$ cat src/rtl/tcps_pkg.sv
// ----------------------------------------------------------------------------
// tcps_pkg
// Types and constants shared by the touch controller poll sequencer.
// ----------------------------------------------------------------------------
package tcps_pkg;

  localparam int unsigned CfgW     = 16;
  localparam int unsigned CfgIdxW  = 3;
  localparam int unsigned CountW   = 4;
  localparam int unsigned StatusW  = 8;
  localparam int unsigned CmdW     = 2;
  localparam int unsigned ReqW     = 3;
  localparam int unsigned PhaseW   = 4;

  localparam logic [StatusW-1:0] CountMask = 8'h0F;
  localparam logic [StatusW-1:0] LargeBit  = 8'h40;

  // Register reset values
  localparam logic [CfgW-1:0]   ResetHoldRst   = 16'd30;
  localparam logic [CfgW-1:0]   SettleRst      = 16'd20;
  localparam logic [CfgW-1:0]   BusTimeoutRst  = 16'd100;
  localparam logic [CfgW-1:0]   PollGapRst     = 16'd20;
  localparam logic [CountW-1:0] MaxPointsRst   = 4'd5;

  // Register indexes
  localparam logic [CfgIdxW-1:0] CfgResetHold  = 3'd0;
  localparam logic [CfgIdxW-1:0] CfgSettle     = 3'd1;
  localparam logic [CfgIdxW-1:0] CfgBusTimeout = 3'd2;
  localparam logic [CfgIdxW-1:0] CfgPollGap    = 3'd3;
  localparam logic [CfgIdxW-1:0] CfgMaxPoints  = 3'd4;

  typedef enum logic [CmdW-1:0] {
    CMD_TICK    = 2'd0,
    CMD_BUS_OK  = 2'd1,
    CMD_BUS_ERR = 2'd2,
    CMD_NONE    = 2'd3
  } cmd_e;

  typedef enum logic [ReqW-1:0] {
    REQ_NONE     = 3'd0,
    REQ_READ_ID  = 3'd1,
    REQ_READ_CFG = 3'd2,
    REQ_READ_XY  = 3'd3,
    REQ_CLEAR    = 3'd4
  } req_e;

  typedef enum logic [PhaseW-1:0] {
    PH_PWR_ON     = 4'd0,
    PH_DRIVE_LOW  = 4'd1,
    PH_RESET_HOLD = 4'd2,
    PH_SETTLE     = 4'd3,
    PH_ID_CMD     = 4'd4,
    PH_ID_WAIT    = 4'd5,
    PH_CFG_CMD    = 4'd6,
    PH_CFG_WAIT   = 4'd7,
    PH_CLR_CMD    = 4'd8,
    PH_GAP        = 4'd9,
    PH_COORD_CMD  = 4'd10,
    PH_COORD_WAIT = 4'd11,
    PH_ERROR      = 4'd12
  } phase_e;

  typedef struct packed {
    logic [CfgW-1:0]   reset_hold;
    logic [CfgW-1:0]   settle;
    logic [CfgW-1:0]   bus_timeout;
    logic [CfgW-1:0]   poll_gap;
    logic [CountW-1:0] max_points;
  } cfg_t;

  typedef struct packed {
    phase_e             phase;
    logic               bus_busy;
    logic [StatusW-1:0] last_status;
    logic [CountW-1:0]  valid_points;
    logic               reset_level;
    logic               int_released;
  } seq_state_t;

  typedef struct packed {
    req_e transfer_request;
    logic points_updated;
    logic restart;
  } step_flags_t;

endpackage

$ cat src/rtl/tcps_if.sv
// ----------------------------------------------------------------------------
// tcps_in_if / tcps_out_if
// Valid/ready channels carrying sequencer events and per-event results.
// ----------------------------------------------------------------------------
interface tcps_in_if;
  logic       valid;
  logic       ready;
  logic [1:0] cmd;
  logic [7:0] read_status;

  modport source (output valid, output cmd, output read_status, input ready);
  modport sink   (input valid, input cmd, input read_status, output ready);
endinterface

interface tcps_out_if;
  logic       valid;
  logic       ready;
  logic       reset_pin;
  logic       int_floating;
  logic [2:0] transfer_request;
  logic [3:0] point_count;
  logic       points_updated;
  logic       restart;
  logic       in_error;
  logic [3:0] phase;

  modport source (output valid, output reset_pin, output int_floating,
                  output transfer_request, output point_count,
                  output points_updated, output restart, output in_error,
                  output phase, input ready);
  modport sink   (input valid, input reset_pin, input int_floating,
                  input transfer_request, input point_count,
                  input points_updated, input restart, input in_error,
                  input phase, output ready);
endinterface

$ cat src/rtl/tcps_cfg_regs.sv
// ----------------------------------------------------------------------------
// tcps_cfg_regs
// Timing and point-limit registers written through the configuration port.
// ----------------------------------------------------------------------------
module tcps_cfg_regs (
  input  logic                     clk_i,
  input  logic                     rst_ni,
  input  logic                     cfg_we_i,
  input  logic [tcps_pkg::CfgIdxW-1:0] cfg_idx_i,
  input  logic [tcps_pkg::CfgW-1:0]    cfg_data_i,
  output tcps_pkg::cfg_t           cfg_o
);
  import tcps_pkg::*;

  cfg_t cfg_q, cfg_d;

  always_comb begin
    cfg_d = cfg_q;
    if (cfg_we_i) begin
      case (cfg_idx_i)
        CfgResetHold:  cfg_d.reset_hold  = cfg_data_i;
        CfgSettle:     cfg_d.settle      = cfg_data_i;
        CfgBusTimeout: cfg_d.bus_timeout = cfg_data_i;
        CfgPollGap:    cfg_d.poll_gap    = cfg_data_i;
        CfgMaxPoints:  cfg_d.max_points  = cfg_data_i[CountW-1:0];
        default:       cfg_d = cfg_q;
      endcase
    end
  end

  always_ff @(posedge clk_i or negedge rst_ni) begin
    if (!rst_ni) begin
      cfg_q.reset_hold  <= ResetHoldRst;
      cfg_q.settle      <= SettleRst;
      cfg_q.bus_timeout <= BusTimeoutRst;
      cfg_q.poll_gap    <= PollGapRst;
      cfg_q.max_points  <= MaxPointsRst;
    end else begin
      cfg_q <= cfg_d;
    end
  end

  assign cfg_o = cfg_q;

endmodule

$ cat src/rtl/tcps_step.sv
// ----------------------------------------------------------------------------
// tcps_step
// Next-state logic of the sequencer for one event.
// ----------------------------------------------------------------------------
module tcps_step #(
  parameter int unsigned TIMER_WIDTH = 16
) (
  input  tcps_pkg::seq_state_t    state_i,
  input  logic [TIMER_WIDTH-1:0]  elapsed_i,
  input  tcps_pkg::cfg_t          cfg_i,
  input  logic [tcps_pkg::CmdW-1:0]    cmd_i,
  input  logic [tcps_pkg::StatusW-1:0] status_i,
  output tcps_pkg::seq_state_t    state_o,
  output logic [TIMER_WIDTH-1:0]  elapsed_o,
  output tcps_pkg::step_flags_t   flags_o
);
  import tcps_pkg::*;

  localparam int unsigned CmpW = (TIMER_WIDTH > CfgW) ? TIMER_WIDTH : CfgW;

  logic [TIMER_WIDTH-1:0] el_inc;
  logic [CmpW-1:0]        el_ext;
  logic                   ge_hold, ge_settle, ge_timeout, ge_gap;
  logic                   bus_free, timeout_hit;
  logic [CountW-1:0]      n_pts;
  logic                   n_ok;

  // Saturating tick count
  assign el_inc = (&elapsed_i) ? elapsed_i : elapsed_i + 1'b1;
  assign el_ext = CmpW'(el_inc);

  assign ge_hold    = el_ext >= CmpW'(cfg_i.reset_hold);
  assign ge_settle  = el_ext >= CmpW'(cfg_i.settle);
  assign ge_timeout = el_ext >= CmpW'(cfg_i.bus_timeout);
  assign ge_gap     = el_ext >= CmpW'(cfg_i.poll_gap);

  assign bus_free    = !state_i.bus_busy;
  assign timeout_hit = state_i.bus_busy && ge_timeout;

  assign n_pts = state_i.last_status[CountW-1:0] & CountMask[CountW-1:0];
  assign n_ok  = (n_pts != '0) && (n_pts <= cfg_i.max_points);

  always_comb begin
    state_o   = state_i;
    elapsed_o = elapsed_i;
    flags_o   = '{transfer_request: REQ_NONE, points_updated: 1'b0, restart: 1'b0};

    case (cmd_e'(cmd_i))
      CMD_BUS_OK: begin
        if (state_i.bus_busy && state_i.phase == PH_COORD_WAIT) begin
          state_o.last_status = status_i;
        end
        state_o.bus_busy = 1'b0;
      end
      CMD_TICK: begin
        elapsed_o = el_inc;
        // Phases that wait on the bus share the timeout restart
        if (!bus_free && timeout_hit &&
            (state_i.phase == PH_ID_CMD  || state_i.phase == PH_ID_WAIT  ||
             state_i.phase == PH_CFG_CMD || state_i.phase == PH_CFG_WAIT ||
             state_i.phase == PH_CLR_CMD || state_i.phase == PH_COORD_CMD ||
             state_i.phase == PH_COORD_WAIT)) begin
          state_o.phase   = PH_PWR_ON;
          elapsed_o       = '0;
          flags_o.restart = 1'b1;
        end else begin
          case (state_i.phase)
            PH_PWR_ON: state_o.phase = PH_DRIVE_LOW;
            PH_DRIVE_LOW: begin
              state_o.int_released = 1'b0;
              state_o.reset_level  = 1'b0;
              state_o.phase        = PH_RESET_HOLD;
              elapsed_o            = '0;
            end
            PH_RESET_HOLD: begin
              if (ge_hold) begin
                state_o.reset_level = 1'b1;
                state_o.phase       = PH_SETTLE;
                elapsed_o           = '0;
              end
            end
            PH_SETTLE: begin
              if (ge_settle) begin
                state_o.int_released = 1'b1;
                state_o.phase        = PH_ID_CMD;
                elapsed_o            = '0;
              end
            end
            PH_ID_CMD: begin
              if (bus_free) begin
                state_o.bus_busy         = 1'b1;
                flags_o.transfer_request = REQ_READ_ID;
                state_o.phase            = PH_ID_WAIT;
                elapsed_o                = '0;
              end
            end
            PH_ID_WAIT: begin
              if (bus_free) begin
                state_o.phase = PH_CFG_CMD;
                elapsed_o     = '0;
              end
            end
            PH_CFG_CMD: begin
              if (bus_free) begin
                state_o.bus_busy         = 1'b1;
                flags_o.transfer_request = REQ_READ_CFG;
                state_o.phase            = PH_CFG_WAIT;
                elapsed_o                = '0;
              end
            end
            PH_CFG_WAIT: begin
              if (bus_free) begin
                state_o.phase = PH_CLR_CMD;
                elapsed_o     = '0;
              end
            end
            PH_CLR_CMD: begin
              if (bus_free) begin
                state_o.bus_busy         = 1'b1;
                flags_o.transfer_request = REQ_CLEAR;
                state_o.phase            = PH_GAP;
                elapsed_o                = '0;
              end
            end
            PH_GAP: begin
              if (ge_gap) begin
                state_o.phase = PH_COORD_CMD;
                elapsed_o     = '0;
              end
            end
            PH_COORD_CMD: begin
              if (bus_free) begin
                state_o.bus_busy         = 1'b1;
                flags_o.transfer_request = REQ_READ_XY;
                state_o.phase            = PH_COORD_WAIT;
                elapsed_o                = '0;
              end
            end
            PH_COORD_WAIT: begin
              if (bus_free) begin
                state_o.valid_points   = n_ok ? n_pts : '0;
                flags_o.points_updated = 1'b1;
                // Large touch is terminal; the timer keeps running there
                if ((state_i.last_status & LargeBit) != '0) begin
                  state_o.phase = PH_ERROR;
                end else begin
                  state_o.phase = PH_CLR_CMD;
                  elapsed_o     = '0;
                end
              end
            end
            default: state_o.phase = state_i.phase;
          endcase
        end
      end
      default: state_o = state_i;
    endcase
  end

endmodule

$ cat src/rtl/touch_controller_poll_sequencer.sv
// ----------------------------------------------------------------------------
// touch_controller_poll_sequencer
// Power-on and coordinate polling sequencer for a capacitive touch controller.
// ----------------------------------------------------------------------------
// Usage:
//   evt   : sink channel of events - a 1 ms tick, a bus transfer done or a
//           bus transfer failed, plus the status byte of a coordinate read.
//   res   : source channel with one result per event: pin levels, the
//           transfer to start, the point count and the current phase.
//   cfg   : write-only register port (hold, settle, timeout, poll gap, max
//           points), written while no event is in flight.
// Each event is taken into the sequencer state and its result is registered
// in the same cycle, so a result is offered in the cycle after the event
// transaction. One event per cycle is sustained while results are taken;
// the state registers and the timer compare/increment form the only loop.
// The event channel stays ready while the result register is empty or is
// being drained in the same cycle; a stalled receiver holds the result and
// back-pressures the event side after one transaction.
// Reset puts the sequencer in the power-on phase with reset and the interrupt
// line driven low and restores the register defaults.
// ----------------------------------------------------------------------------
module touch_controller_poll_sequencer #(
  parameter int unsigned TIMER_WIDTH = 16
) (
  input  logic                          clk_i,
  input  logic                          rst_ni,
  input  logic                          cfg_we_i,
  input  logic [tcps_pkg::CfgIdxW-1:0]  cfg_idx_i,
  input  logic [tcps_pkg::CfgW-1:0]     cfg_data_i,
  tcps_in_if.sink                       evt,
  tcps_out_if.source                    res
);
  import tcps_pkg::*;

  cfg_t                   cfg;
  seq_state_t             state_q, state_d;
  logic [TIMER_WIDTH-1:0] elapsed_q, elapsed_d;
  step_flags_t            flags_d, flags_q;
  logic                   res_valid_q;
  logic                   evt_fire;

  tcps_cfg_regs u_cfg (
    .clk_i     (clk_i),
    .rst_ni    (rst_ni),
    .cfg_we_i  (cfg_we_i),
    .cfg_idx_i (cfg_idx_i),
    .cfg_data_i(cfg_data_i),
    .cfg_o     (cfg)
  );

  tcps_step #(
    .TIMER_WIDTH(TIMER_WIDTH)
  ) u_step (
    .state_i  (state_q),
    .elapsed_i(elapsed_q),
    .cfg_i    (cfg),
    .cmd_i    (evt.cmd),
    .status_i (evt.read_status),
    .state_o  (state_d),
    .elapsed_o(elapsed_d),
    .flags_o  (flags_d)
  );

  assign evt.ready = !res_valid_q || res.ready;
  assign evt_fire  = evt.valid && evt.ready;

  always_ff @(posedge clk_i or negedge rst_ni) begin
    if (!rst_ni) begin
      state_q     <= '{phase: PH_PWR_ON, bus_busy: 1'b0, last_status: '0,
                       valid_points: '0, reset_level: 1'b0, int_released: 1'b0};
      elapsed_q   <= '0;
      res_valid_q <= 1'b0;
    end else begin
      if (evt_fire) begin
        state_q   <= state_d;
        elapsed_q <= elapsed_d;
      end
      if (evt_fire) begin
        res_valid_q <= 1'b1;
      end else if (res.ready) begin
        res_valid_q <= 1'b0;
      end
    end
  end

  // Per-event flags sit beside the state, which already holds the rest
  always_ff @(posedge clk_i or negedge rst_ni) begin
    if (!rst_ni) begin
      flags_q <= '{transfer_request: REQ_NONE, points_updated: 1'b0, restart: 1'b0};
    end else if (evt_fire) begin
      flags_q <= flags_d;
    end
  end

  assign res.valid            = res_valid_q;
  assign res.reset_pin        = state_q.reset_level;
  assign res.int_floating     = state_q.int_released;
  assign res.transfer_request = flags_q.transfer_request;
  assign res.point_count      = state_q.valid_points;
  assign res.points_updated   = flags_q.points_updated;
  assign res.restart          = flags_q.restart;
  assign res.in_error         = (state_q.phase == PH_ERROR);
  assign res.phase            = state_q.phase;

endmodule

$ cat src/flat_wrapper.sv
// flat-port wrapper written by rule: the top's interface ports become plain ports
module touch_controller_poll_sequencer_flat import tcps_pkg::*;
#(
  parameter int unsigned TIMER_WIDTH = 16
)
  (clk_i, rst_ni, cfg_we_i, cfg_idx_i, cfg_data_i, evt_valid, evt_cmd, evt_read_status, evt_ready, res_valid, res_reset_pin, res_int_floating, res_transfer_request, res_point_count, res_points_updated, res_restart, res_in_error, res_phase, res_ready);
  tcps_in_if evt_i ();
  tcps_out_if res_i ();
  input  logic clk_i;
  input  logic rst_ni;
  input  logic cfg_we_i;
  input  logic [tcps_pkg::CfgIdxW-1:0] cfg_idx_i;
  input  logic [tcps_pkg::CfgW-1:0] cfg_data_i;
  input wire logic [$bits(evt_i.valid)-1:0] evt_valid;
  input wire logic [$bits(evt_i.cmd)-1:0] evt_cmd;
  input wire logic [$bits(evt_i.read_status)-1:0] evt_read_status;
  output wire logic [$bits(evt_i.ready)-1:0] evt_ready;
  output wire logic [$bits(res_i.valid)-1:0] res_valid;
  output wire logic [$bits(res_i.reset_pin)-1:0] res_reset_pin;
  output wire logic [$bits(res_i.int_floating)-1:0] res_int_floating;
  output wire logic [$bits(res_i.transfer_request)-1:0] res_transfer_request;
  output wire logic [$bits(res_i.point_count)-1:0] res_point_count;
  output wire logic [$bits(res_i.points_updated)-1:0] res_points_updated;
  output wire logic [$bits(res_i.restart)-1:0] res_restart;
  output wire logic [$bits(res_i.in_error)-1:0] res_in_error;
  output wire logic [$bits(res_i.phase)-1:0] res_phase;
  input wire logic [$bits(res_i.ready)-1:0] res_ready;
  assign evt_i.valid = evt_valid;
  assign evt_i.cmd = evt_cmd;
  assign evt_i.read_status = evt_read_status;
  assign evt_ready = evt_i.ready;
  assign res_valid = res_i.valid;
  assign res_reset_pin = res_i.reset_pin;
  assign res_int_floating = res_i.int_floating;
  assign res_transfer_request = res_i.transfer_request;
  assign res_point_count = res_i.point_count;
  assign res_points_updated = res_i.points_updated;
  assign res_restart = res_i.restart;
  assign res_in_error = res_i.in_error;
  assign res_phase = res_i.phase;
  assign res_i.ready = res_ready;
  touch_controller_poll_sequencer #(.TIMER_WIDTH(TIMER_WIDTH)) u_core (.clk_i(clk_i), .rst_ni(rst_ni), .cfg_we_i(cfg_we_i), .cfg_idx_i(cfg_idx_i), .cfg_data_i(cfg_data_i), .evt(evt_i), .res(res_i));
endmodule
$ cat config.mk
export PLATFORM = sky130hd
export DESIGN_NAME = touch_controller_poll_sequencer_flat
export DESIGN_NICKNAME = d
export VERILOG_FILES = /design/src/rtl/tcps_pkg.sv /design/src/rtl/tcps_if.sv /design/src/rtl/tcps_cfg_regs.sv /design/src/rtl/tcps_step.sv /design/src/rtl/touch_controller_poll_sequencer.sv /design/src/flat_wrapper.sv
export SDC_FILE = /design/constraint.sdc
export NUM_CORES = 1
export LEC_CHECK = 0
export BUFFER_PORTS_ARGS = -buffer_cell sky130_fd_sc_hd__buf_2
export CORE_UTILIZATION = 56
export DETAILED_ROUTE_END_ITERATION = 10
export GPL_ROUTABILITY_DRIVEN = 0
export PLACE_DENSITY = 0.78
export SLEW_MARGIN = 20
export SYNTH_ARGS = -nofsm -noshare
export SYNTH_HDL_FRONTEND = slang
export SYNTH_HIERARCHICAL = 1
export SYNTH_SLANG_ARGS = --single-unit
$ cat constraint.sdc
create_clock -name clk_i -period 4.1 [get_ports clk_i]
set_clock_uncertainty 0.15 [all_clocks]
set_input_delay 0.205 -clock clk_i [delete_from_list [all_inputs] [get_ports clk_i]]
set_output_delay 0.205 -clock clk_i [all_outputs]
set_load 0.1 [all_outputs]
After elaboration in Yosys (flattened, before gate mapping)
Cells that the tools add are included.
{ "classes": {"n_mux": 42, "reduce_logical": 37, "n_addsub": 1, "eq_ne": 31, "order_cmp": 5, "bitwise_logic": 2} }
{ "op_table": {"columns": ["operator", "n"], "rows": [
  ["$mux W16", 8],
  ["$pmux W16 S6", 1],
  ["$ge A16 B16 Y1", 4],
  ["$pmux W4 S12", 1],
  ["$mux W4", 9],
  ["$ne A3 B3 Y1 const B", 10],
  ["$mux W5", 5],
  ["$eq A4 B4 Y1 const B", 5],
  ["$add A16 B1 Y16 const B", 1],
  ["$eq A4 B3 Y1 const B", 4],
  ["$reduce_and A16 Y1", 1],
  ["$reduce_and A5 Y1", 3],
  ["$reduce_and A13 Y1", 1],
  ["$reduce_bool A13 Y1", 1],
  ["$pmux W3 S4", 1],
  ["$reduce_and A2 Y1", 6],
  ["$mux W1", 9],
  ["$eq A4 B2 Y1 const B", 2],
  ["$reduce_bool A2 Y1", 4],
  ["$logic_or A1 B1 Y1", 7],
  ["$eq A3 B2 Y1 const B", 2],
  ["$logic_and A1 B1 Y1", 6],
  ["$mux W3", 2],
  ["$ne A2 B2 Y1 const B", 3],
  ["other kinds (18)", 22]
]} }
{ "word_totals": {"elab_cells": 134, "input_bits": 34, "output_inout_bits": 18, "register_bits": 108} }

Logic depth before layout (Yosys ltp)
{ "logic_depth": {"word_depth": 10, "ltp_mapped": 20, "depth_no_buf": 18} }

Hierarchy
Netlist, hierarchy kept.
{ "by_module_without_submodules": {"columns": ["mod", "n_inst", "cells_per_inst", "seq_area_each_um2", "area_each_um2"], "rows": [
  ["tcps_step", 1, 448, 0.0, 2964.1],
  ["tcps_cfg_regs", 1, 147, 1717.9, 2632.5],
  ["touch_controller_poll_sequencer", 1, 98, 1026.0, 1771.7]
]} }

Least setup slack after synthesis
Ideal clock, no wire load.
{ "synth_path": {"path_type": "register to register", "from": "register u_core.elapsed_q[0]", "to": "register u_core.elapsed_q[9]", "period_less_slack_ns": 4.284, "t_arrival_ns": 4.009, "setup_slack_ns": -0.184, "stages_incl_launch_ff": 21, "setup_ns": 0.125, "required_ns": 3.825, "path_buffers": 2, "path_cell_list": "dfrtp_1 > ha_1 > nand2_1 > nor2_1 > nand2_1 > nor2_1 > or3_1 > clkbuf_1 > nor2_1 > xor2_1 > ha_1 > nand4_1 > or4_1 > o32ai_2 > or4b_4 > o2111ai_4 > o22ai_4 > buf_6 > o21ai_2 > a22o_1 > mux2_4"} }
{ "synth_between": {"elab_chain_len": 7, "word_cells_on_any_way": 18, "cone_classes": "add/sub: 1; order compare: 4; mux: 9; reduce/logical: 4"} }
{ "synth_lines": {"columns": ["item", "line_no", "source"], "rows": [
  ["start, declared", "touch_controller_poll_sequencer.sv:37", "logic [TIMER_WIDTH-1:0] elapsed_q, elapsed_d;"],
  ["start signal, assigned", "touch_controller_poll_sequencer.sv:76", "elapsed_q <= elapsed_d;"],
  ["$add A16 B1 Y16 / $reduce_and A16 Y1 (equally long branches)", "tcps_step.sv:29", "assign el_inc = (&elapsed_i) ? elapsed_i : elapsed_i + 1'b1;"],
  ["$mux W16 (*)", "tcps_step.sv:29", null],
  ["parallel branches: the longest is 4 deep, another holds $ge A16 B16 Y1", null, null],
  ["$mux W16 (*)", "tcps_step.sv:58", "if (!bus_free && timeout_hit &&"]
]} }
Mark *: on every way between the ends.
A chain may end at the register's enable or synchronous reset.

Worst setup path in the final report
{ "layout_path": {"from": "register u_core.elapsed_q[4]", "to": "register u_core.elapsed_q[5]"} }
Same word-level chain as after synthesis.

==> flow_summary.toml <==
[timing]
max_freq_ghz = 0.234
grt_setup_unrepaired = "true"
min_period_over_period_pct = 104
slew_viol_final = 0
worst_slack_ns = -0.165
slew_headroom_pct = 33.5
final-hold-violation-count = 0
fin_crit_ns = 4.27
worstMarginPinSlew_ns = 0.993
setup_viol = 14

[pwr]
powerDensity_nw_per_um2 = 570
ir_worst_vdd_uv = 331
p_leak_nw = 4.37

[final_layout]
area_growth_pct = 23.1
mostFrequentLayoutCell = "dfrtp_1"
final_util_pct = 70.7
n_antenna_cell = 0
final_cell_mix = "dfrtp_1, buf_4, mux2_2, inv_1, ha_1"
fin_nets = 909
design_area_sq_um = 8880
post_route_cells_drive_above_1_share_pct = 42.3

[clock_tree]
htree_levels = 3
clock_path_buffers = 2
clk_pin_slew_ns = 0.07
clock_latency_ns = 0.36
clkSinkCount = 106
clock-root-buffer = "clkbuf_16"
cts_tree = "yes"
cts_buffers = 9

[worst_setup_path]
crit_path_end_kind = "register"
arrival_ns = 4.36
critical_path.cell_chain = "nand4_1 -> buf_4 -> nor2_4 -> nand2_2 -> or2_4 -> nand4_1 -> nor2_2 -> xor2_2 -> ha_1 -> nand2_1 -> or4_1 -> a221o_1 -> nand3_2 -> o2111ai_4 -> o22ai_4 -> buf_12 -> o21ai_0 -> a22o_1 -> mux2_4"
cpMostUsedCell = "nand4_1"
critPathMaxStageDelay_ns = 0.53
cp_max_fo = 7
slowest_stage = "or4_1"
cp.required_ns = 4.19
setup.worst_path.start = "u_core/elapsed_q[4]$_DFFE_PN0P_"
start_kind = "register"
path_class = "reg2reg"
rrSetupSlack_ns = -0.17
rr_startpoint = "u_core/elapsed_q[4]$_DFFE_PN0P_"

[detailed_routing]
wl_per_cell_um = 18.9
viasPerCell = 5.90
drt_iter0_markers = 402
drc_errors = 0
final_antenna_net_count = 0
wl_um = 18600
vias = 5798
dr.pass1.iters = 7

[die]
die_area_sq_um = 13300
die_x_um = 116
ios = 52
placementRows = 41
core_sq_um = 12600
fp.dieH_um = 116
initial_core_util_pct = 57.4

[placement]
io_buffer_count = 48
dp_hpwl_um = 12400
placed_area_sq_um = 7930

[grt]
grt_overflow = 0
antenna_found_initial = 0
grt_max_degree = 73
grt_pass1_vias = 5909
grt_pass1_wl_um = 29200
track_usage_pct = 28.6

[synth]
synth_area_sq_um = 7210
synthCells = 684
syn-num-nets = 787
syn_avg_cell_area_sq_um = 10.5
ys_warn_count = 6

[hold_path]
hold_path_class = "in2reg"
min-delay-start = "cfg_data_i[0]"

[run_status]
violations = "negative setup slack"
outcome = "complete, but fails checks"

[flow_run]
maxCapViolations = 0
==> report_power, final <==
| group | internal (mW) | leakage, nW | switching [mW] |
|---|---|---|---|
| Sequential | 1.30 | 1.30 | 0.246 |
| Clock | 0.434 | 0.136 | 0.402 |
| Combinational | 1.21 | 2.93 | 1.48 |
| Total | 2.94 | 4.37 | 2.12 |
==> flip-flops by register name, summed over array words and instances, names as in the netlist <==
| signal | cells |
|---|---|
| u_core/res.int_floating | 1 |
| u_core/state_q | 6 |
| u_core/res.transfer_request | 3 |
| u_core/res.reset_pin | 1 |
| u_core/u_cfg/cfg_o | 68 |
| u_core/res.restart | 1 |
| u_core/res.points_updated | 1 |
| u_core/res.valid | 1 |
| u_core/elapsed_q | 16 |
| u_core/res.phase | 4 |
| u_core/res.point_count | 4 |
==> area by class of cell <==
cell class	instances	area (sq um)
inverter	74	278
timing repair buffer	146	1060
sequential	106	2670
fill	845	3680
multi-input combinational	469	4380
clock inverter	6	46.3
tap	172	215
clock buffer	10	239
==> per-layer routing <==
layer | part of all wire (%) | global-route usage, % | routed length (um) | up-vias
li1 | - | - | - | 2636
met1 | 42 | 35.5 | 7840 | 2866
met5 | 0 | 0 | 0 | -
met3 | 4.5 | 3.61 | 830 | 66
met4 | 4.0 | 14.9 | 744 | 0
met2 | 49 | 48.8 | 9200 | 230
==> critical path, delay by kind of cell (launching register included) <==
family                   cells  cell delay (ns)
AO/OA/AOI/OAI                5             0.98
multiplexers                 1             0.26
flip-flops                   1             0.35
adder cells (fa/ha/maj)      1             0.30
buffers and inverters        2             0.33
XOR/XNOR                     1             0.19
AND/OR/NAND/NOR              9             1.58
==> per-stage QoR <==
| step | hold WS, ns | cells | power (mW) | setup slack (ns) | setup TNS, ns |
|---|---|---|---|---|---|
| finish | 0.0181 | 983 | 5.06 | -0.165 | -1.64 |
| global route | 0.0159 | 983 | 5.33 | -0.336 | -3.94 |
| CTS | 0.00781 | 975 | 4.94 | -0.141 | -1.32 |
| detailed placement | 0.259 | 931 | 3.74 | -0.292 | -2.77 |
| global placement | 0.239 | 931 | 3.62 | -0.197 | -1.33 |
| floorplan | -0.241 | 684 | 3.11 | -0.0899 | -0.381 |
==> timing repair <==
action	in CTS	in global routing
endpoints found under the setup margin	17	20
pin swaps	18	23
cloned	1	0
hold buffers	15	0
setup buffers	13	9
resized for setup	39	26
endpoints found under the hold margin	111	0
==> path summary, 6_finish.rpt <==
kind,endpoint,depth (start not counted)
worst min-delay path,u_core/u_cfg/cfg_o[52]$_DFFE_PN0P_,2
min in group asynchronous,u_core/elapsed_q[5]$_DFFE_PN0P_,2
worst max register to register,u_core/elapsed_q[5]$_DFFE_PN0P_,19
worst max-delay path,u_core/elapsed_q[5]$_DFFE_PN0P_,19
max in group asynchronous,u_core/u_cfg/cfg_o[0]$_DFFE_PN1P_,3
worst min register to register,u_core/u_cfg/cfg_o[63]$_DFFE_PN0P_,1
Power figures use the tool's default switching activity.
